[config.mk]
export PLATFORM = sky130hd
export DESIGN_NAME = cmmpd_front
export DESIGN_NICKNAME = d
export VERILOG_FILES = /design/src/design/assert_macros.svh /design/src/design/cmmpd_pkg.sv /design/src/design/cmmpd_front.sv
export SDC_FILE = /design/constraint.sdc
export NUM_CORES = 2
export LEC_CHECK = 0
export BUFFER_PORTS_ARGS = -buffer_cell sky130_fd_sc_hd__buf_2
export CAP_MARGIN = 10
export CORE_ASPECT_RATIO = 1.75
export CORE_MARGIN = 2
export CORE_UTILIZATION = 50
export DETAILED_ROUTE_END_ITERATION = 16
export PLACE_DENSITY = 0.67
export SETUP_SLACK_MARGIN = 0.3
export SYNTH_ARGS = -nofsm -noshare
export SYNTH_HDL_FRONTEND = slang
export SYNTH_SLANG_ARGS = --single-unit
export TNS_END_PERCENT = 20
[constraint.sdc]
create_clock -name clk -period 34.2 [get_ports clk]
set_clock_uncertainty 0.05 [all_clocks]
set_input_delay 8.55 -clock clk [delete_from_list [all_inputs] [get_ports clk]]
set_output_delay 8.55 -clock clk [all_outputs]
set_load 0.02 [all_outputs]
[src/design/assert_macros.svh]
// Assertion macros shared by the decimator RTL.
// Depends on nothing; the including module supplies clk and rst.
`ifndef ASSERT_MACROS_SVH
`define ASSERT_MACROS_SVH

// Clocked property check, muted while rst is high
`define CMMPD_ASSERT(label, prop, msg) \
  label: assert property (@(posedge clk) disable iff (rst) (prop)) else $error(msg);

// Clocked property check that also holds during reset
`define CMMPD_ASSERT_ALWAYS(label, prop, msg) \
  label: assert property (@(posedge clk) (prop)) else $error(msg);

`endif

[src/design/cmmpd_pkg.sv]
// Shared constants and types for the column min/max point decimator.
// Depends on nothing; used by every module of the block.
`default_nettype none

package cmmpd_pkg;

  // Default parameter values
  localparam int TIME_WIDTH_DEF = 48;
  localparam int FRAC_BITS_DEF  = 16;

  // Fixed field widths
  localparam int VALUE_W   = 32;
  localparam int SCALE_W   = 32;
  localparam int COUNT_W   = 16;
  localparam int PIX_W     = 32;
  localparam int CFG_IDX_W = 3;

  // Wide multiplies: operand padded to WIDE_W, cut into MUL_W slices
  localparam int MUL_W   = 32;
  localparam int WIDE_W  = 64;
  localparam int SUM_W   = WIDE_W + MUL_W;

  // Pixel results are Q24.8
  localparam int PIX_FRAC = 8;
  // y product shift: value frac + scale frac - pixel frac
  localparam int Y_SHIFT  = 24;

  // Queue between front and back
  localparam int QUEUE_DEPTH = 4;

  // Register reset values
  localparam logic [31:0] VIEW_END_RST     = 32'd65536;
  localparam logic [31:0] COLUMN_SCALE_RST = 32'd65536;
  localparam logic [31:0] X_SCALE_RST      = 32'd65536;
  localparam logic [31:0] Y_SCALE_RST      = 32'd65536;

  // Configuration register indexes
  typedef enum logic [CFG_IDX_W-1:0] {
    CFG_VIEW_START,
    CFG_VIEW_END,
    CFG_COLUMN_COUNT,
    CFG_COLUMN_SCALE,
    CFG_X_SCALE,
    CFG_VALUE_MIN,
    CFG_Y_SCALE
  } cfg_index_t;

  // Back-end emit sequencer
  typedef enum logic {
    SEQ_FIRST,
    SEQ_SECOND
  } seq_state_t;

  // Queue status seen by both sides
  typedef struct packed {
    logic full;
    logic empty;
  } q_status_t;

endpackage

`default_nettype wire

[src/design/cmmpd_front.sv]
// Front part: takes input transfers, window check, column binning, per-column
// min/max tracking; pushes flush jobs into the queue. Depends on cmmpd_pkg.
`default_nettype none

module cmmpd_front #(
  parameter int TIME_WIDTH = cmmpd_pkg::TIME_WIDTH_DEF,
  parameter int FRAC_BITS  = cmmpd_pkg::FRAC_BITS_DEF
) (
  input  wire logic                                  clk,
  input  wire logic                                  rst,
  // input stream
  input  wire logic                                  in_valid,
  output      logic                                  in_ready,
  input  wire logic                                  func,
  input  wire logic signed [TIME_WIDTH-1:0]          point_time,
  input  wire logic signed [cmmpd_pkg::VALUE_W-1:0]  point_value,
  // configuration
  input  wire logic signed [TIME_WIDTH-1:0]          view_start,
  input  wire logic signed [TIME_WIDTH-1:0]          view_end,
  input  wire logic [cmmpd_pkg::COUNT_W-1:0]         column_count,
  input  wire logic [cmmpd_pkg::SCALE_W-1:0]         column_scale,
  // queue side
  input  wire cmmpd_pkg::q_status_t                  q_status,
  output      logic                                  push,
  output      logic [2*TIME_WIDTH+2*cmmpd_pkg::VALUE_W-1:0] push_data
);

  localparam int VW  = cmmpd_pkg::VALUE_W;
  localparam int CW  = cmmpd_pkg::COUNT_W;
  localparam int MW  = cmmpd_pkg::MUL_W;
  localparam int WW  = cmmpd_pkg::WIDE_W;
  localparam int SW  = cmmpd_pkg::SUM_W;
  localparam int PW  = TIME_WIDTH + MW;

  // Stage valids
  logic v0, v1, v2, v3, v4;
  logic en;

  // Stage payloads
  logic                    func0, func1, func2, func3, func4;
  logic                    win1, win2, win3, win4;
  logic signed [TIME_WIDTH-1:0] t0, t1, t2, t3, t4;
  logic signed [VW-1:0]    val0, val1, val2, val3, val4;
  logic [TIME_WIDTH-1:0]   d1;
  logic [2*MW-1:0]         plo2, phi2;
  logic [PW-1:0]           p3;
  logic [CW-1:0]           col4;

  // Column state
  logic                    column_valid;
  logic [CW-1:0]           open_column;
  logic signed [TIME_WIDTH-1:0] low_time, high_time;
  logic signed [VW-1:0]    low_value, high_value;

  // Combinational stage results
  logic                    win_c;
  logic [TIME_WIDTH-1:0]   d_c;
  logic [WW-1:0]           dpad;
  logic [2*MW-1:0]         plo_c, phi_c;
  logic [SW-1:0]           sum_c;
  logic [PW-1:0]           col_big;
  logic [CW-1:0]           cnt_m1;
  logic [CW-1:0]           col_c;
  logic                    new_col;

  // Whole pipe stalls only when the state stage holds an item and the queue is full
  assign en       = !(v4 && q_status.full);
  assign in_ready = en;

  // Stage 0: window check and offset from window start
  assign win_c = (view_start < view_end) && !(t0 < view_start) && !(view_end < t0);
  assign d_c   = t0 - view_start;

  // Stage 1: offset times column scale, two slices
  assign dpad  = WW'(d1);
  assign plo_c = {{MW{1'b0}}, dpad[MW-1:0]}  * {{MW{1'b0}}, column_scale};
  assign phi_c = {{MW{1'b0}}, dpad[WW-1:MW]} * {{MW{1'b0}}, column_scale};

  // Stage 2: combine slices
  assign sum_c = {phi2, {MW{1'b0}}} + {{MW{1'b0}}, plo2};

  // Stage 3: floor to a column and clamp (a count of zero acts as one)
  assign col_big = p3 >> (2 * FRAC_BITS);
  assign cnt_m1  = (column_count == '0) ? '0 : column_count - CW'(1);
  assign col_c   = (col_big > PW'(cnt_m1)) ? cnt_m1 : col_big[CW-1:0];

  // Stage 4: column change test
  assign new_col = !column_valid || (col4 != open_column);

  always_comb begin
    push = 1'b0;
    if (en && v4) begin
      if (func4) begin
        push = column_valid;
      end else if (win4 && new_col) begin
        push = column_valid;
      end
    end
  end

  assign push_data = {high_value, high_time, low_value, low_time};

  // Valid pipeline
  always_ff @(posedge clk) begin
    if (rst) begin
      v0 <= 1'b0;
      v1 <= 1'b0;
      v2 <= 1'b0;
      v3 <= 1'b0;
      v4 <= 1'b0;
    end else if (en) begin
      v0 <= in_valid;
      v1 <= v0;
      v2 <= v1;
      v3 <= v2;
      v4 <= v3;
    end
  end

  // Payload pipeline
  always_ff @(posedge clk) begin
    if (en) begin
      func0 <= func;
      t0    <= point_time;
      val0  <= point_value;

      func1 <= func0;
      t1    <= t0;
      val1  <= val0;
      win1  <= win_c;
      d1    <= d_c;

      func2 <= func1;
      t2    <= t1;
      val2  <= val1;
      win2  <= win1;
      plo2  <= plo_c;
      phi2  <= phi_c;

      func3 <= func2;
      t3    <= t2;
      val3  <= val2;
      win3  <= win2;
      p3    <= PW'(sum_c);

      func4 <= func3;
      t4    <= t3;
      val4  <= val3;
      win4  <= win3;
      col4  <= col_c;
    end
  end

  // Column valid flag
  always_ff @(posedge clk) begin
    if (rst) begin
      column_valid <= 1'b0;
    end else if (en && v4) begin
      if (func4) begin
        column_valid <= 1'b0;
      end else if (win4) begin
        column_valid <= 1'b1;
      end
    end
  end

  // Kept extremes; strict compares keep the first seen on ties
  always_ff @(posedge clk) begin
    if (en && v4 && !func4 && win4) begin
      if (new_col) begin
        open_column <= col4;
        low_time    <= t4;
        high_time   <= t4;
        low_value   <= val4;
        high_value  <= val4;
      end else begin
        if (val4 < low_value) begin
          low_value <= val4;
          low_time  <= t4;
        end
        if (val4 > high_value) begin
          high_value <= val4;
          high_time  <= t4;
        end
      end
    end
  end

endmodule

`default_nettype wire

Yosys cells after proc, flatten, opt, wreduce, memory -nomap -nowiden. Cells that the tools add are included.

Register bits: 847. Bits of input ports: 230. Logic and storage cells: 83.

Add/subtract/negate cells: 3. Multiply operators: 2. $lt $le $gt $ge: 6. Equal/unequal tests: 1. Muxes and demuxes: 15. Reduce and logical (&&, ||, !) cells: 21.

Operators with widths (count): two-way mux 48 bit (4); less-than comparator 48 bit (3); two-way mux 32 bit (4); adder 80 x 64 -> 80 bit (1); multiplier 32 x 32 -> 64 bit (1); greater-than comparator 48 x 16 -> 1 bit (1); multiplier 16 x 32 -> 48 bit (1); subtractor 48 bit (1); greater-than comparator 32 bit (1); less-than comparator 32 bit (1); two-way mux 16 bit (2); zero test 16 bit (1); inequality test 16 bit (1); subtractor 16 x 1 -> 16 bit (second input constant) (1); AND reduction 2 bit (4); logical AND 1 bit (7); nonzero test 2 bit (3); zero test 1 bit (5); two-way mux 1 bit (5); logical OR 1 bit (1).

Depth between registers and ports, before layout.
Depth after elaboration: 6. Depth in mapped cells: 29. Depth with buffers taken out: 27.

Worst setup path before layout. No wires, ideal clock.

Path type: input to output. Start point: input q_status[1] (netlist bit). End point: output in_ready. Arrival time: 21338 ps. Required time: 25600 ps. Path slack: 4262 ps. Stages on the path: 1. Path buffers: 0. Path through: nand2_1.

Word-level cells in the longest chain between the ends: 2.

Ends and longest elaborated chain: start, declared (RTL line cmmpd_front.sv:23) `input wire cmmpd_pkg::q_status_t q_status,`; logical AND 1 bit (RTL line cmmpd_front.sv:67) `assign en = !(v4 && q_status.full);`; zero test 1 bit (RTL line cmmpd_front.sv:67); end, declared (RTL line cmmpd_front.sv:13) `output logic in_ready,`.

No other way between the ends.

Worst setup path in the final report.
Start point: input q_status[1] (netlist bit). End point: output push.

Word-level cells in the longest chain between the ends: 4.

Ends and longest elaborated chain: logical AND 1 bit (RTL line cmmpd_front.sv:67); zero test 1 bit (RTL line cmmpd_front.sv:67); logical AND 1 bit (RTL line cmmpd_front.sv:92) `if (en && v4) begin`; two-way mux 1 bit (RTL line cmmpd_front.sv:92); end, declared (RTL line cmmpd_front.sv:24) `output logic push,`.

No other way between the ends.

==> metrics.cfg <==
[drt]
firstDrtPassIters = 6
avgRoutedWirePerCell_um = 21.7
drc = 0
drt-initial-drc-count = 3633
wl_mm = 219
viasPerCell = 5.51
ant_nets = 0
via_count = 55600

[placement]
hpwl_mm = 164
pre_cts_ws_ns = 16.30
io_buffers = 390
placed_area_mm2 = 0.0860
place_congestion = 0.900

[floorplan]
io_pins = 392
core-area_mm2 = 0.163
die_area_mm2 = 0.167
start_util_pct = 50.3
dieHeight_um = 539
num_rows = 196
die_x_um = 310

[sta]
fin_setup_tns_ns = 0
setup_viol = 0
hold_violations = 0
whs_ns = 0.333
fmax_mhz = 55.8
fin_crit_sh_pct = 52.4
rsz0062_at_grt = no
slew_viol_final = 0
worst_pin_slew_ns = 1.18
max_slew_margin_pct = 20.6
period_minus_slack_ns = 17.91
setup_ws_ns = 16.29

[grt]
grt_pass1_wl_mm = 338
first_global_vias = 61300
grt_max_degree = 177
grt_use_total_pct = 26.8
grt-ovfl-total = 0
antenna_found_initial = 24

[critical_path]
rrSetupSlack_ns = 24.65
worstPathMaxFanout = 7
critPathLaunchType = input pin
worstPathRequired_ns = 25.60
path_class = input pin to output port
critPathArrivalTime_ns = 9.31
end_kind = output port

[logic_synthesis]
synthArstFlopShare_pct = 0
ys_ff_latch = 783
synth.area.mux_share_pct = 0.222
synth-adder-area-share_pct = 41.8
netlist_instances = 7636
avgSynthCellArea_um2 = 10.7
yosysSeqAreaShare_pct = 28.6
synthXorXnorAreaFrac_pct = 2.04
syn-num-nets = 9815
synth_edf_count = 777
synth_compound_area_share_pct = 5.61
ys.flop_type = edfxtp_1
yosys.area_share.simple_pct = 13.0
ys_warn_count = 0
synth_top_family_by_area = adder cells
syn_area_mm2 = 0.0819
synth.distinct_cells = 87

[clock_tree]
cts_sinks = 783
cts.repair.resized = 0
clk_path_buf_depth = 3
htreeDepth = 3
cts_hold_buf = 0
cts_tree = built
postCtsSetupRepairBufs = 0
clk_latency_ns = 0.70
root_buffer = clkbuf_16
clk_pin_slew_ns = 0.06
cts_inserted_buffers = 74

[hold_path]
min-delay-path-class = register to register

[cells_and_area]
regArea_mm2 = 0.0235
final_cell_area_mm2 = 0.0886
drive_gt1_share_pct = 8.11
fillers = 14300
nNetsFinal = 10000
multi_input_area_mm2 = 0.0514
syn_to_final_growth_pct = 8.26

[run]
cap_violations = 0

[run_status]
status = finished clean

worst paths after layout:
check	startpoint	end	cells past startpoint
hold reg to reg	val3[13]$_DFFE_PN_	val4[13]$_DFFE_PN_	0
hold / removal	val3[13]$_DFFE_PN_	val4[13]$_DFFE_PN_	0
setup reg to reg	d1[25]$_DFFE_PN_	plo2[58]$_DFFE_PN_	26
setup / recovery	q_status[1]	push	5
synthesized netlist by cell type, types with 7 or more instances:
| master | count | area (um^2) |
|---|---|---|
| inv_1 | 1536 | 5770 |
| fa_1 | 1315 | 26300 |
| nand2_1 | 883 | 3310 |
| and2_1 | 799 | 5000 |
| edfxtp_1 | 777 | 23300 |
| ha_1 | 634 | 7930 |
| clkbuf_1 | 342 | 1280 |
| a21oi_1 | 241 | 1210 |
| a21o_1 | 162 | 1220 |
| xnor2_1 | 137 | 1200 |
| o21ai_0 | 110 | 551 |
| nor2_1 | 109 | 409 |
| nand4_1 | 74 | 463 |
| xor2_1 | 54 | 473 |
| nand3_1 | 53 | 265 |
| nor2b_1 | 44 | 275 |
| nand2b_1 | 31 | 194 |
| o21bai_1 | 29 | 218 |
| nor3_1 | 23 | 115 |
| nor4_1 | 20 | 125 |
| o21a_1 | 20 | 150 |
| a31oi_1 | 19 | 119 |
| and3_1 | 18 | 113 |
| mux2i_1 | 17 | 170 |
| a211oi_1 | 15 | 113 |
| and4_1 | 10 | 87.6 |
| or3_1 | 10 | 62.6 |
| o211ai_1 | 9 | 67.6 |
| buf_1 | 7 | 26.3 |
| o21ai_1 | 7 | 35.0 |
layer usage:
layer	part of all wire [%]	up-vias	routed length, um	GRT usage, %
met3	5.0	883	11000	3.64
met1	32	28500	70400	27.1
met4	8.8	12	19200	20.1
met2	54	2022	118000	49.3
li1	-	24200	-	-
met5	0.034	-	74	0
stage by stage:
step	std cells	util, %
final	10100	54.4
after global routing	10100	54.4
after CTS	10100	54.4
after detailed placement	9943	52.8
after global placement	9943	52.8
after floorplan	7636	-
cells in the final DEF, fill, tap and decap left out, drive strengths merged, types with 7 or more instances in the layout:
| cell | n |
|---|---|
| nor4 | 20 |
| clkinv | 31 |
| nor3 | 23 |
| o31ai | 7 |
| fa | 1315 |
| o21bai | 29 |
| a21boi | 8 |
| a31oi | 20 |
| xnor2 | 137 |
| nor2b | 44 |
| nand2b | 31 |
| ha | 634 |
| a21oi | 243 |
| clkbuf | 81 |
| nor2 | 109 |
| xor2 | 54 |
| diode | 16 |
| o21ai | 120 |
| nand2 | 884 |
| edfxtp | 777 |
| a21o | 162 |
| nand4 | 74 |
| bufinv | 13 |
| and4 | 10 |
| a211oi | 17 |
| inv | 1541 |
| nand3 | 53 |
| o21a | 20 |
| o211ai | 11 |
| mux2i | 17 |
| and2 | 799 |
| and3 | 18 |
| or2 | 7 |
| buf | 482 |
| or3 | 10 |
critical path: stages:
cell,delay [ns]
buf_2,0.15
nor2b_1,0.25
nand2_1,0.09
nor2_1,0.09
buf_2,0.18
cell type report:
type	instances	area share, %
antenna	16	0.0452
clock buffer	81	2.12
clock inverter	55	0.851
inverter	1536	6.50
multi-input combinational	4964	57.9
sequential	783	26.5
tap	2178	3.07
timing repair buffer	482	3.01
cells by family (layout without fill, tap and decap cells):
family / count (synthesis) / count (layout)
AND/OR/NAND/NOR: 2099 / 2099
AO/OA/AOI/OAI: 707 / 707
XOR/XNOR: 191 / 191
other: 0 / 16
buffers and inverters: 1889 / 2154
multiplexers: 18 / 18
flip-flops: 783 / 783
adder cells (fa/ha/maj): 1949 / 1949
state kept, by name, summed over array words and instances (netlist names), 48 cells and up:
name and flops:
d1 48, high_time 48, low_time 48, p3 48, phi2 48, t0 48
t1 48, t2 48, t3 48, t4 48
Power is not shown: default switching activity piles up to over one toggle a cycle in this logic, so the estimate is an artifact.
