### config.mk
export PLATFORM = sky130hd
export DESIGN_NAME = cmmpd_queue
export DESIGN_NICKNAME = d
export VERILOG_FILES = /design/src/design/assert_macros.svh /design/src/design/cmmpd_pkg.sv /design/src/design/cmmpd_queue.sv
export SDC_FILE = /design/constraint.sdc
export NUM_CORES = 1
export LEC_CHECK = 0
export ABC_AREA = 1
export BUFFER_PORTS_ARGS = -buffer_cell sky130_fd_sc_hd__buf_2
export CAP_MARGIN = 20
export CORE_MARGIN = 5
export CORE_UTILIZATION = 56
export DETAILED_ROUTE_END_ITERATION = 8
export PLACE_DENSITY = 0.89
export SLEW_MARGIN = 20
export SYNTH_ARGS = -nofsm -noshare
export SYNTH_HDL_FRONTEND = slang
export SYNTH_SLANG_ARGS = --single-unit
### constraint.sdc
create_clock -name clk -period 6 [get_ports clk]
set_input_delay 0.3 -clock clk [delete_from_list [all_inputs] [get_ports clk]]
set_output_delay 0.3 -clock clk [all_outputs]
set_load 0.005 [all_outputs]
### src/design/assert_macros.svh
// Assertion macros shared by the decimator RTL.
// Depends on nothing; the including module supplies clk and rst.
`ifndef ASSERT_MACROS_SVH
`define ASSERT_MACROS_SVH

// Clocked property check, muted while rst is high
`define CMMPD_ASSERT(label, prop, msg) \
  label: assert property (@(posedge clk) disable iff (rst) (prop)) else $error(msg);

// Clocked property check that also holds during reset
`define CMMPD_ASSERT_ALWAYS(label, prop, msg) \
  label: assert property (@(posedge clk) (prop)) else $error(msg);

`endif

### src/design/cmmpd_pkg.sv
// Shared constants and types for the column min/max point decimator.
// Depends on nothing; used by every module of the block.
`default_nettype none

package cmmpd_pkg;

  // Default parameter values
  localparam int TIME_WIDTH_DEF = 48;
  localparam int FRAC_BITS_DEF  = 16;

  // Fixed field widths
  localparam int VALUE_W   = 32;
  localparam int SCALE_W   = 32;
  localparam int COUNT_W   = 16;
  localparam int PIX_W     = 32;
  localparam int CFG_IDX_W = 3;

  // Wide multiplies: operand padded to WIDE_W, cut into MUL_W slices
  localparam int MUL_W   = 32;
  localparam int WIDE_W  = 64;
  localparam int SUM_W   = WIDE_W + MUL_W;

  // Pixel results are Q24.8
  localparam int PIX_FRAC = 8;
  // y product shift: value frac + scale frac - pixel frac
  localparam int Y_SHIFT  = 24;

  // Queue between front and back
  localparam int QUEUE_DEPTH = 4;

  // Register reset values
  localparam logic [31:0] VIEW_END_RST     = 32'd65536;
  localparam logic [31:0] COLUMN_SCALE_RST = 32'd65536;
  localparam logic [31:0] X_SCALE_RST      = 32'd65536;
  localparam logic [31:0] Y_SCALE_RST      = 32'd65536;

  // Configuration register indexes
  typedef enum logic [CFG_IDX_W-1:0] {
    CFG_VIEW_START,
    CFG_VIEW_END,
    CFG_COLUMN_COUNT,
    CFG_COLUMN_SCALE,
    CFG_X_SCALE,
    CFG_VALUE_MIN,
    CFG_Y_SCALE
  } cfg_index_t;

  // Back-end emit sequencer
  typedef enum logic {
    SEQ_FIRST,
    SEQ_SECOND
  } seq_state_t;

  // Queue status seen by both sides
  typedef struct packed {
    logic full;
    logic empty;
  } q_status_t;

endpackage

`default_nettype wire

### src/design/cmmpd_queue.sv
// Short FIFO of flush jobs between the front and back parts.
// Depends on cmmpd_pkg for depth and status type.
`default_nettype none

module cmmpd_queue #(
  parameter int DATA_W = 160
) (
  input  wire logic                  clk,
  input  wire logic                  rst,
  input  wire logic                  push,
  input  wire logic [DATA_W-1:0]     push_data,
  input  wire logic                  pop,
  output      logic [DATA_W-1:0]     head_data,
  output      cmmpd_pkg::q_status_t  status
);

  localparam int DEPTH = cmmpd_pkg::QUEUE_DEPTH;
  localparam int PTR_W = $clog2(DEPTH);
  localparam int CNT_W = $clog2(DEPTH + 1);

  logic [DATA_W-1:0] entries [DEPTH];
  logic [PTR_W-1:0]  wr_ptr;
  logic [PTR_W-1:0]  rd_ptr;
  logic [CNT_W-1:0]  count;

  // Storage
  always_ff @(posedge clk) begin
    if (push) begin
      entries[wr_ptr] <= push_data;
    end
  end

  // Pointers and fill count
  always_ff @(posedge clk) begin
    if (rst) begin
      wr_ptr <= '0;
      rd_ptr <= '0;
      count  <= '0;
    end else begin
      if (push) begin
        wr_ptr <= (wr_ptr == PTR_W'(DEPTH - 1)) ? '0 : wr_ptr + PTR_W'(1);
      end
      if (pop) begin
        rd_ptr <= (rd_ptr == PTR_W'(DEPTH - 1)) ? '0 : rd_ptr + PTR_W'(1);
      end
      case ({push, pop})
        2'b10:   count <= count + CNT_W'(1);
        2'b01:   count <= count - CNT_W'(1);
        default: count <= count;
      endcase
    end
  end

  assign head_data    = entries[rd_ptr];
  assign status.full  = (count == CNT_W'(DEPTH));
  assign status.empty = (count == '0);

endmodule

`default_nettype wire

---- Word-level counts from Yosys, hierarchy flattened ----
Memory sizes are Yosys's and may differ from the RTL's. A register that Yosys moved wholly into a read port is not among the register bits.
Cells that the tools add are included.
storage, ports and cells
  logic and storage cells ................. 22
  output and inout port bits .............. 162
  bits of input ports ..................... 164
  memories kept ........................... 1
  register bits ........................... 7
  bits in writable memories ............... 640
memory list
  name     depth  width  rd ports  clocked after memory_dff  write ports  RTL line           RTL
  entries  4      160    1         1                         1            cmmpd_queue.sv:21  logic [DATA_W-1:0] entries [DEPTH];
cells by class
  equality and inequality tests ........... 5
  muxes and demuxes ....................... 7
  reductions and logical operators ........ 2
  add/sub/neg operators ................... 4
operator list
  operator             count
  $mux 2               4
  $eq 2x2->1 const B   3
  $pmux 3 s2           1
  $add 2x1->2 const B  2
  $add 3x1->3 const B  1
  $eq 3x3->1 const B   1
  $logic_not 3->1      1
  $sub 3x1->3 const B  1
  $eq 2x1->1 const B   1
  $mux 1               2
  $reduce_bool 2->1    1

---- Depth between registers and ports, before layout ----
Gate-level depths: netlist of run 1.
  depth in word-level cells ............... 4
  depth in mapped cells ................... 10
  depth with buffers taken out ............ 10

---- Least setup slack after synthesis of run 1 ----
No wires, ideal clock.
  kind .................................... register -> register
  start point ............................. register wr_ptr[0]
  end point ............................... memory entries[3][0], enable pin
  path buffers ............................ 0
  setup slack ............................. 1.820 ns
  data arrival time ....................... 3.668 ns
  cell stages (with the launch flop) ...... 4
  period minus slack after synthesis ...... 4.180 ns
  required time ........................... 5.488 ns
  setup time .............................. 0.512 ns
  cells stage by stage .................... dfxtp_1 ha_1 nand2_1 inv_1
RTL lines
  what                    RTL line           RTL
  start, declared         cmmpd_queue.sv:22  logic [PTR_W-1:0] wr_ptr;
  start signal, assigned  cmmpd_queue.sv:41  wr_ptr <= (wr_ptr == PTR_W'(DEPTH - 1)) ? '0 : wr_ptr + PTR_W'(1);
  end, declared           cmmpd_queue.sv:21
Straight into the memory's write port.

==> flow_summary.ini, run 1 <==
[logic_synthesis]
yosys.area_share.simple = 0.0534
synth.most_common_cell = edfxtp_1
async_flop_share = 0
synth-xor-area-share = 0
synth_top_area_frac = 0.801
ys_warn_count = 0
synth_edf_count = 640
syn_nets = 1778
ys_seq_elements = 649
netlist_area_sq_mm = 0.0240
synthCells = 1607
synth_cell_types = 20
synth_top_flop_cell = edfxtp_1
synth_compound_area_frac = 0.110
yosys.area.top_type = edfxtp_1
ys_top_cells_by_count = edfxtp_1, nor2_1, o21ai_0, o22ai_1, o21ai_1
yosys.area_share.adder = 0.00396
avgSynthCellArea_sq_um = 14.9
synth_seq_area_share = 0.809
synth.area.mux_share = 0
synthTopCellsByArea = edfxtp_1, nor2_1, o22ai_1
synth_top_family_by_area = compound AO/OA/AOI/OAI gates

[floorplanning]
start_util = 0.569
core_area_sq_mm = 0.0421
fp.dieH_microns = 217
die_w_microns = 217
io_pins = 326
die_area_sq_mm = 0.0471
row_count = 75

[timing]
timing.final.crit_share = 0.644
setup_ws_ns = 2.13
max_slew_margin = 0.318
drv_slew = 0
worst-slew-pin-transition_ns = 1.02
finalHoldViolCount = 0
fin_crit_ns = 3.87
finalSetupTns_ns = 0
worst_clock_skew_ns = 0.0214
whs_ns = 0.0751
rsz0062_at_grt = false
setup_viol = 0
max_freq_mhz = 259

[setup_path]
path_max_fanout = 96
path_cells = buf_12 -> buf_4 -> buf_4 -> o21ai_0 -> o22ai_1 -> buf_2
reg2reg_depth = 5
cpMostUsedCell = buf_4
critical_path_class = flop to output port
worstSetupStartpointType = flop
worstReg2RegEnd = entries[2][39]$_DFFE_PP_
max_stage_delay_ns = 0.76
rrSetupSlack_ns = 3.57
r2r_start = wr_ptr[0]$_SDFFE_PP0P_
critPathSlowestCell = buf_4
endpoint_kind = output port
worstPathRequired_ns = 5.70
cp.arrival_ns = 3.57
cpLargestDelayFamily = buffers and inverters
critPathBufInv = 4

[clock_network]
cts-root-buf = clkbuf_16
cts.sinks = 649
clk_pin_slew_ns = 0.07
clock_latency_ns = 0.61
post_cts_buffers = 0
clk_path_buf_depth = 3
hold_buffers = 161
cts_resized = 0
cts_max_level = 2
numCtsBuffers = 59
cts_tree = yes

[pwr]
cellLeakagePower_nw = 10.4
p_per_area_mw_per_mm2 = 338
finalPower_mw = 9.97
vdd_drop_max_mv = 0.339

[routing]
drtPass1Iterations = 5
wire_per_inst_microns = 23.1
drt-initial-drc-count = 2072
drtAntennaViolNets = 0
avgViaCountPerCell = 6.06
num_vias = 16100
drcViolationCount = 0
wl_microns = 61400

[global_route]
grt_pass1_vias = 16500
grt_overflow = 0
grt_max_degree = 188
grt_pass1_wl_microns = 93400
grt_usage = 0.253
antenna_found_initial = 4

[placed_design]
portBuffers = 325
pre_cts_slack_ns = 2.71
dpl.hpwl_microns = 30800
gp_congestion = 0.773

[worst_hold_path]
min_from = pop
whs_path_depth = 3
hp-class = primary input to flop

[layout]
multi_input_area_sq_mm = 0.00402
syn_to_final_growth_pct = 23.1
seqCellArea_sq_mm = 0.0194
drive_gt1_frac = 0.202
fillers = 2442
nNetsFinal = 2234

[job]
maxCapViolations = 0

[status]
outcome = completed
-- metrics by stage --
| stage | utilization | cells | cell area (sq um) |
|---|---|---|---|
| 6_report | 0.701 | 2654 | 29500 |
| 5_1_grt | 0.701 | 2652 | 29500 |
| 4_1_cts | 0.700 | 2649 | 29500 |
| 3_5_place_dp | 0.616 | 2378 | 26000 |
| 3_3_place_gp | 0.616 | 2378 | 26000 |
| 2_1_floorplan | - | 1607 | 24000 |
-- worst max-delay path by stage --
stage	start	end	slack (ns)	cells past startpoint
global route	flop	head_data[74]	1.99	6
floorplan	wr_ptr[0]$_SDFFE_PP0P_	entries[3][0]$_DFFE_PP_	1.82	3
CTS	flop	head_data[117]	2.06	5
finish	flop	head_data[135]	2.13	6
global placement	flop	head_data[93]	2.89	5
detailed placement	flop	head_data[117]	2.71	5
-- cell type report --
class / instances / area share
Sequential cell: 649 / 0.657
Multi-Input combinational cell: 835 / 0.136
Timing Repair Buffer: 500 / 0.116
Clock buffer: 74 / 0.0533
Tap cell: 539 / 0.0228
Clock inverter: 36 / 0.0108
Inverter: 18 / 0.00331
Antenna cell: 3 / 0.000254
-- power breakdown --
group | switching (mW) | internal, mW
Clock | 1.60 | 2.11
Sequential | 0.0679 | 5.19
Combinational | 0.631 | 0.369
-- state kept, by name, indices dropped and copies added, names as in the netlist, named ones only --
name	cells
count	3
entries	640
rd_ptr	2
wr_ptr	2
-- worst reg2reg max path, cell delays in order (launching register included) --
cell and delay [ns]:
dfxtp_1 0.36, inv_1 0.11, ha_1 0.14, nand2_1 0.10
inv_6 0.55, buf_4 0.76
-- kinds of logic after synthesis --
group	count (synthesis)
fa+ha+maj	7
flops	649
simple gates	339
buf+inv	123
compound gates	489
-- cell usage in the layout (no fill, tap or decap), types with 10 or more instances in the layout --
cell type and instances:
o22ai_1 160, clkinv_1 18, o21ai_1 140, inv_1 12
o21ai_0 184, clkbuf_1 13, clkinv_2 10, nor2_1 325
dlygate4sd3_1 161, buf_2 325, edfxtp_1 640, clkbuf_16 61
-- layer usage --
layer	GRT usage	part of all wire	vias up	wire length, microns
met5	0	0.00063	-	39
met4	0.0904	0.031	6	1900
met3	0.0598	0.095	147	5830
met2	0.438	0.52	1013	31600
met1	0.315	0.36	7905	22000
li1	-	-	7007	-
No activity file was read; power rests on OpenSTA's default activity.
==> run 2, diff against run 1 <==
- CORE_UTILIZATION: 56 -> 52
- PLACE_DENSITY: 0.89 -> 0.87
- clock period: 6 -> 3.3 ns (I/O delays scaled with it)
==> run 2 against run 1 <==
Against the previous run: non-clock buffer count increased by 20; worst hold slack improved by 0.23 ns; critical path depth decreased by 1; flip-flop and latch count unchanged; cell count increased by 3.4%; clock skew decreased by 0.0011 ns; wire length decreased by 1.0%; highest routed layer unchanged; core utilization decreased by 3.9 points; count of clock-buffer cells in the layout decreased by 6; first-iteration DRC count decreased by 13%; global-route usage decreased by 2.2 points; die area increased by 7.3%.
==> flow_summary.ini, run 2 (synthesis results as in run 1) <==
[timing]
drv_slew = 0
fin_crit_ns = 2.68
worst_clock_skew_ns = 0.0203
max_slew_margin = 0.358
setup_viol = 0
worst-slew-pin-transition_ns = 0.963
rsz0062_at_grt = false
finalHoldViolCount = 0
setup_ws_ns = 0.624
max_freq_mhz = 374
timing.final.crit_share = 0.811

[pwr]
switching_share = 0.229
clkPwrFrac = 0.389
p_per_area_mw_per_mm2 = 620
vdd_drop_max_mv = 0.576
intPower_mw = 14.4
p_sw_mw = 4.27
cellLeakagePower_nw = 10.6
pwr-share-seq = 0.510
comb_power_share = 0.101

[worst_hold_path]
min_from = push_data[50]
hp-class = primary input to flop

[clock_network]
numCtsBuffers = 61
cts-root-buf = clkbuf_16
post_cts_buffers = 0
cts_max_level = 2
cts_tree = yes
clk_path_buf_depth = 3
clock_latency_ns = 0.62
clk_pin_slew_ns = 0.06
cts.sinks = 649

[floorplanning]
row_count = 78
die_area_sq_mm = 0.0505
fp.dieH_microns = 225
start_util = 0.528
die_w_microns = 225
core_area_sq_mm = 0.0455
io_pins = 326

[placed_design]
dpl.hpwl_microns = 31900
placed_cell_area_sq_mm = 0.0264
pre_cts_slack_ns = 1.01
portBuffers = 325
gp_congestion = 0.775

[routing]
drtPass1Iterations = 5
num_vias = 16100
drt-initial-drc-count = 1802
avgViaCountPerCell = 5.87
drtAntennaViolNets = 0
wl_microns = 60800
wire_per_inst_microns = 22.2
drcViolationCount = 0

[layout]
final_cell_mix = edfxtp_1, nor2_1, buf_2
nNetsFinal = 2256
largestRegisters = entries (640), count (3)
largest_reg_flops = 640
layout_commonest_cell = edfxtp_1
final_cell_area_sq_mm = 0.0301
top_register = entries
syn_to_final_growth_pct = 25.4
drive_gt1_frac = 0.220
multi_input_area_sq_mm = 0.00404
seqCellArea_sq_mm = 0.0194
fillers = 2893

[setup_path]
worstSetupStartpointType = flop
cp.arrival_ns = 2.51
worstPathRequired_ns = 3.13
r2r_start = wr_ptr[0]$_SDFFE_PP0P_
endpoint_kind = output port
critical_path_class = flop to output port
path_max_fanout = 105

[global_route]
grt_usage = 0.231
grt_overflow = 0
antenna_found_initial = 5
grt_pass1_vias = 16500
grt_max_degree = 163
grt_pass1_wl_microns = 91800

[job]
maxCapViolations = 0

[status]
outcome = completed
==> run 2: cell count changes in the layout (fill, tap and decap cells not counted), moves of 3 or more <==
cell / delta
buf_12: +11
buf_4: +8
clkbuf_1: -8
clkinvlp_4: +6
bufinv_16: +4
clkinv_2: +4
nand2_1: -4
nand2_2: +4
diode_2: +3
==> run 2: metrics by stage <==
step	instances	hold slack (ns)	setup TNS, ns	power (mW)	utilization
floorplan	1607	0.230	-51.79	10.5	-
global placement	2459	0.355	0	11.3	0.580
detailed placement	2459	0.369	0	11.3	0.580
CTS	2738	0.256	0	18.7	0.661
global route	2742	0.290	0	19.3	0.662
finish	2744	0.303	0	18.7	0.662
==> run 2: timing repair <==
item | in CTS | in global routing
endpoints found under the hold margin | 649 | 0
hold buffers | 163 | 0
resized for setup | 0 | 0
==> run 2: area by class of cell <==
cell class              count  share of cell area
well taps                 600              0.0249
flip-flops and latches    649               0.645
clock buffers              68              0.0530
diodes                      6            0.000499
inverters                  18             0.00308
multi-input cells         835               0.134
clock inverters            48              0.0165
repair buffers            520               0.123
==> run 2: worst paths after layout <==
kind | endpoint | slack [ns] | depth (start not counted)
worst max-delay path | head_data[68] | 0.62 | 5
worst min-delay path | entries[1][50]$_DFFE_PP_ | 0.30 | 2
worst max register to register | entries[0][83]$_DFFE_PP_ | 1.06 | 5
worst min register to register | wr_ptr[1]$_SDFFE_PP0P_ | 0.50 | 2
==> run 2: layer usage <==
metal	track usage	share of wire	vias to the layer above
li1	-	-	7079
met1	0.280	0.36	7934
met2	0.411	0.52	933
met3	0.0522	0.087	146
met4	0.0786	0.030	2
met5	0	0.00021	-
==> run 2: worst max-delay path: stages, from the launching register on <==
cell,delay (ns)
dfxtp_4,0.38
inv_8,0.45
buf_12,0.38
nor2_1,0.08
o22ai_1,0.29
buf_2,0.18
==> run 2: power by group through the flow <==
| stage | clock network [mW] | logic (mW) | registers, mW |
|---|---|---|---|
| global route | 7.74 | 2.03 | 9.54 |
| CTS | 7.31 | 1.84 | 9.51 |
| finish | 7.27 | 1.88 | 9.52 |
| detailed placement | 0 | 1.66 | 9.68 |
| floorplan | 0 | 0.840 | 9.69 |
| global placement | 0 | 1.59 | 9.66 |
==> run 3, diff against run 2 <==
- CORE_UTILIZATION: 52 -> 56
- PLACE_DENSITY: 0.87 -> 0.89
- clock period: 3.3 -> 2.6 ns (I/O delays scaled with it)
==> run 3 against run 2 <==
Against the previous run: first-iteration DRC count rose by 6.2%; worst hold slack got worse by 0.031 ns; sequential share of layout area is 0.20 points higher; critical path depth unchanged; power up 24%; clock power rose by 19%; count of clock-buffer cells in the layout is 3 higher; critical endpoint is now head_data[70].
==> flow_summary.ini, run 3 (synthesis results as in run 1) <==
[timing]
worst-slew-pin-transition_ns = 0.702
finalHoldViolCount = 0
rsz0062_at_grt = false
fin_crit_ns = 2.49
timing.final.crit_share = 0.956
worst_clock_skew_ns = 0.0261
setup_viol = 0
drv_slew = 0
max_slew_margin = 0.532
max_freq_mhz = 402

[placed_design]
dpl.hpwl_microns = 32100
portBuffers = 325
gp_congestion = 0.780
dp.cells = 2405

[global_route]
grt_pass1_wl_microns = 93700
grt_overflow = 0
antenna_found_initial = 6
grt_max_degree = 98
grt_pass1_vias = 16700
grt_usage = 0.255

[floorplanning]
fp.dieH_microns = 217
start_util = 0.569
die_area_sq_mm = 0.0471
io_pins = 326
row_count = 75
core_area_sq_mm = 0.0421
die_w_microns = 217

[clock_network]
cts_max_level = 2
clk_path_buf_depth = 3
cts.sinks = 649
post_cts_buffers = 0
clock_latency_ns = 0.61
numCtsBuffers = 60
clk_pin_slew_ns = 0.06
cts-root-buf = clkbuf_16
cts_tree = yes

[pwr]
vdd_drop_max_mv = 0.713
cellLeakagePower_nw = 10.6
finalPower_mw = 23.2
p_per_area_mw_per_mm2 = 773

[routing]
drt-initial-drc-count = 1914
drtPass1Iterations = 5
num_vias = 16300
drtAntennaViolNets = 0
avgViaCountPerCell = 6.07
wire_per_inst_microns = 23.1
wl_microns = 62100
drcViolationCount = 0

[setup_path]
endpoint_kind = output port
critical_path_class = flop to output port
r2r_start = wr_ptr[0]$_SDFFE_PP0P_
worstSetupStartpointType = flop
rrSetupSlack_ns = 0.76
worstPathRequired_ns = 2.47
cp.arrival_ns = 2.36
reg2reg_depth = 6
path_max_fanout = 97
worstReg2RegEnd = entries[2][48]$_DFFE_PP_

[status]
outcome = completed

[layout]
syn_to_final_growth_pct = 25.1
nNetsFinal = 2263
finalNonFillerCells = 2685
final_cell_mix = edfxtp_1, nor2_1, buf_2
drive_gt1_frac = 0.221
layout_commonest_cell = edfxtp_1
largest_reg_flops = 640
top_register = entries
largestRegisters = entries (640), count (3)

[worst_hold_path]
whs_path_depth = 2
min_from = push_data[87]
min_delay_worst_endpoint = entries[0][87]$_DFFE_PP_
hp-class = primary input to flop

[job]
maxCapViolations = 0
[run 3: cell types whose count changed in the layout (fill, tap and decap cells not counted), sizes merged]
cell | previous run | this run
dlygate4sd3 | 163 | 164
clkbuf | 68 | 71
buf | 357 | 364
inv | 18 | 15
diode | 6 | 4
bufinv | 10 | 5
clkinvlp | 6 | 7
[run 3: per-layer routing]
layer / routed length, microns / global-route usage / vias up
met4: 2230 / 0.104 / 4
met2: 31700 / 0.439 / 1127
met1: 21500 / 0.311 / 7895
met5: 28 / 0 / -
li1: - / - / 7080
met3: 6690 / 0.0641 / 187
[run 3: worst max path at each step]
stage / from / cells after the start / slack, ns / to
3_5_place_dp: flop / 5 / 0.79 / head_data[80]
5_1_grt: flop / 5 / 0.003 / head_data[99]
2_1_floorplan: wr_ptr[0]$_SDFFE_PP0P_ / 4 / -0.78 / entries[0][0]$_DFFE_PP_
4_1_cts: flop / 5 / 0.10 / head_data[99]
3_3_place_gp: flop / 4 / 0.84 / head_data[39]
6_report: flop / 5 / 0.11 / head_data[70]
[run 3: cell type report]
type                       count  area, sq um
sequential                   649        19400
fill                        2385        12100
multi-input combinational    835         4040
timing repair buffer         528         3840
clock buffer                  71         1590
tap                          539          674
clock inverter                41          357
inverter                      18         92.6
antenna                        4         10.0
[run 3: worst max-delay path: stages, from the launching register on]
cell and delay [ns]:
dfxtp_4 0.37, inv_8 0.45, buf_4 0.35, nor2_1 0.07, o22ai_1 0.23, buf_2 0.17
[run 3: power by group]
part / internal (mW) / switching [mW] / total (mW)
clock network: 4.86 / 3.80 / 8.66
logic: 0.922 / 1.52 / 2.44
registers: 12.0 / 0.125 / 12.1
[run 3: what timing repair did]
| action | 4_1_cts | 5_1_grt |
|---|---|---|
| resized for setup | 0 | 1 |
| hold buffers | 164 | 0 |
| endpoints found under the setup margin | 0 | 1 |
| endpoints found under the hold margin | 649 | 0 |
[run 3: per-stage QoR]
stage	instance area [sq um]	setup TNS, ns	hold WS [ns]	worst slack, ns	util
after floorplan	24000	-499.79	0.195	-0.783	-
after global placement	26400	0	0.329	0.839	0.627
after detailed placement	26400	0	0.339	0.794	0.627
after CTS	30000	0	0.217	0.100	0.712
after global routing	30000	0	0.258	0.00290	0.712
final	30000	0	0.272	0.114	0.712
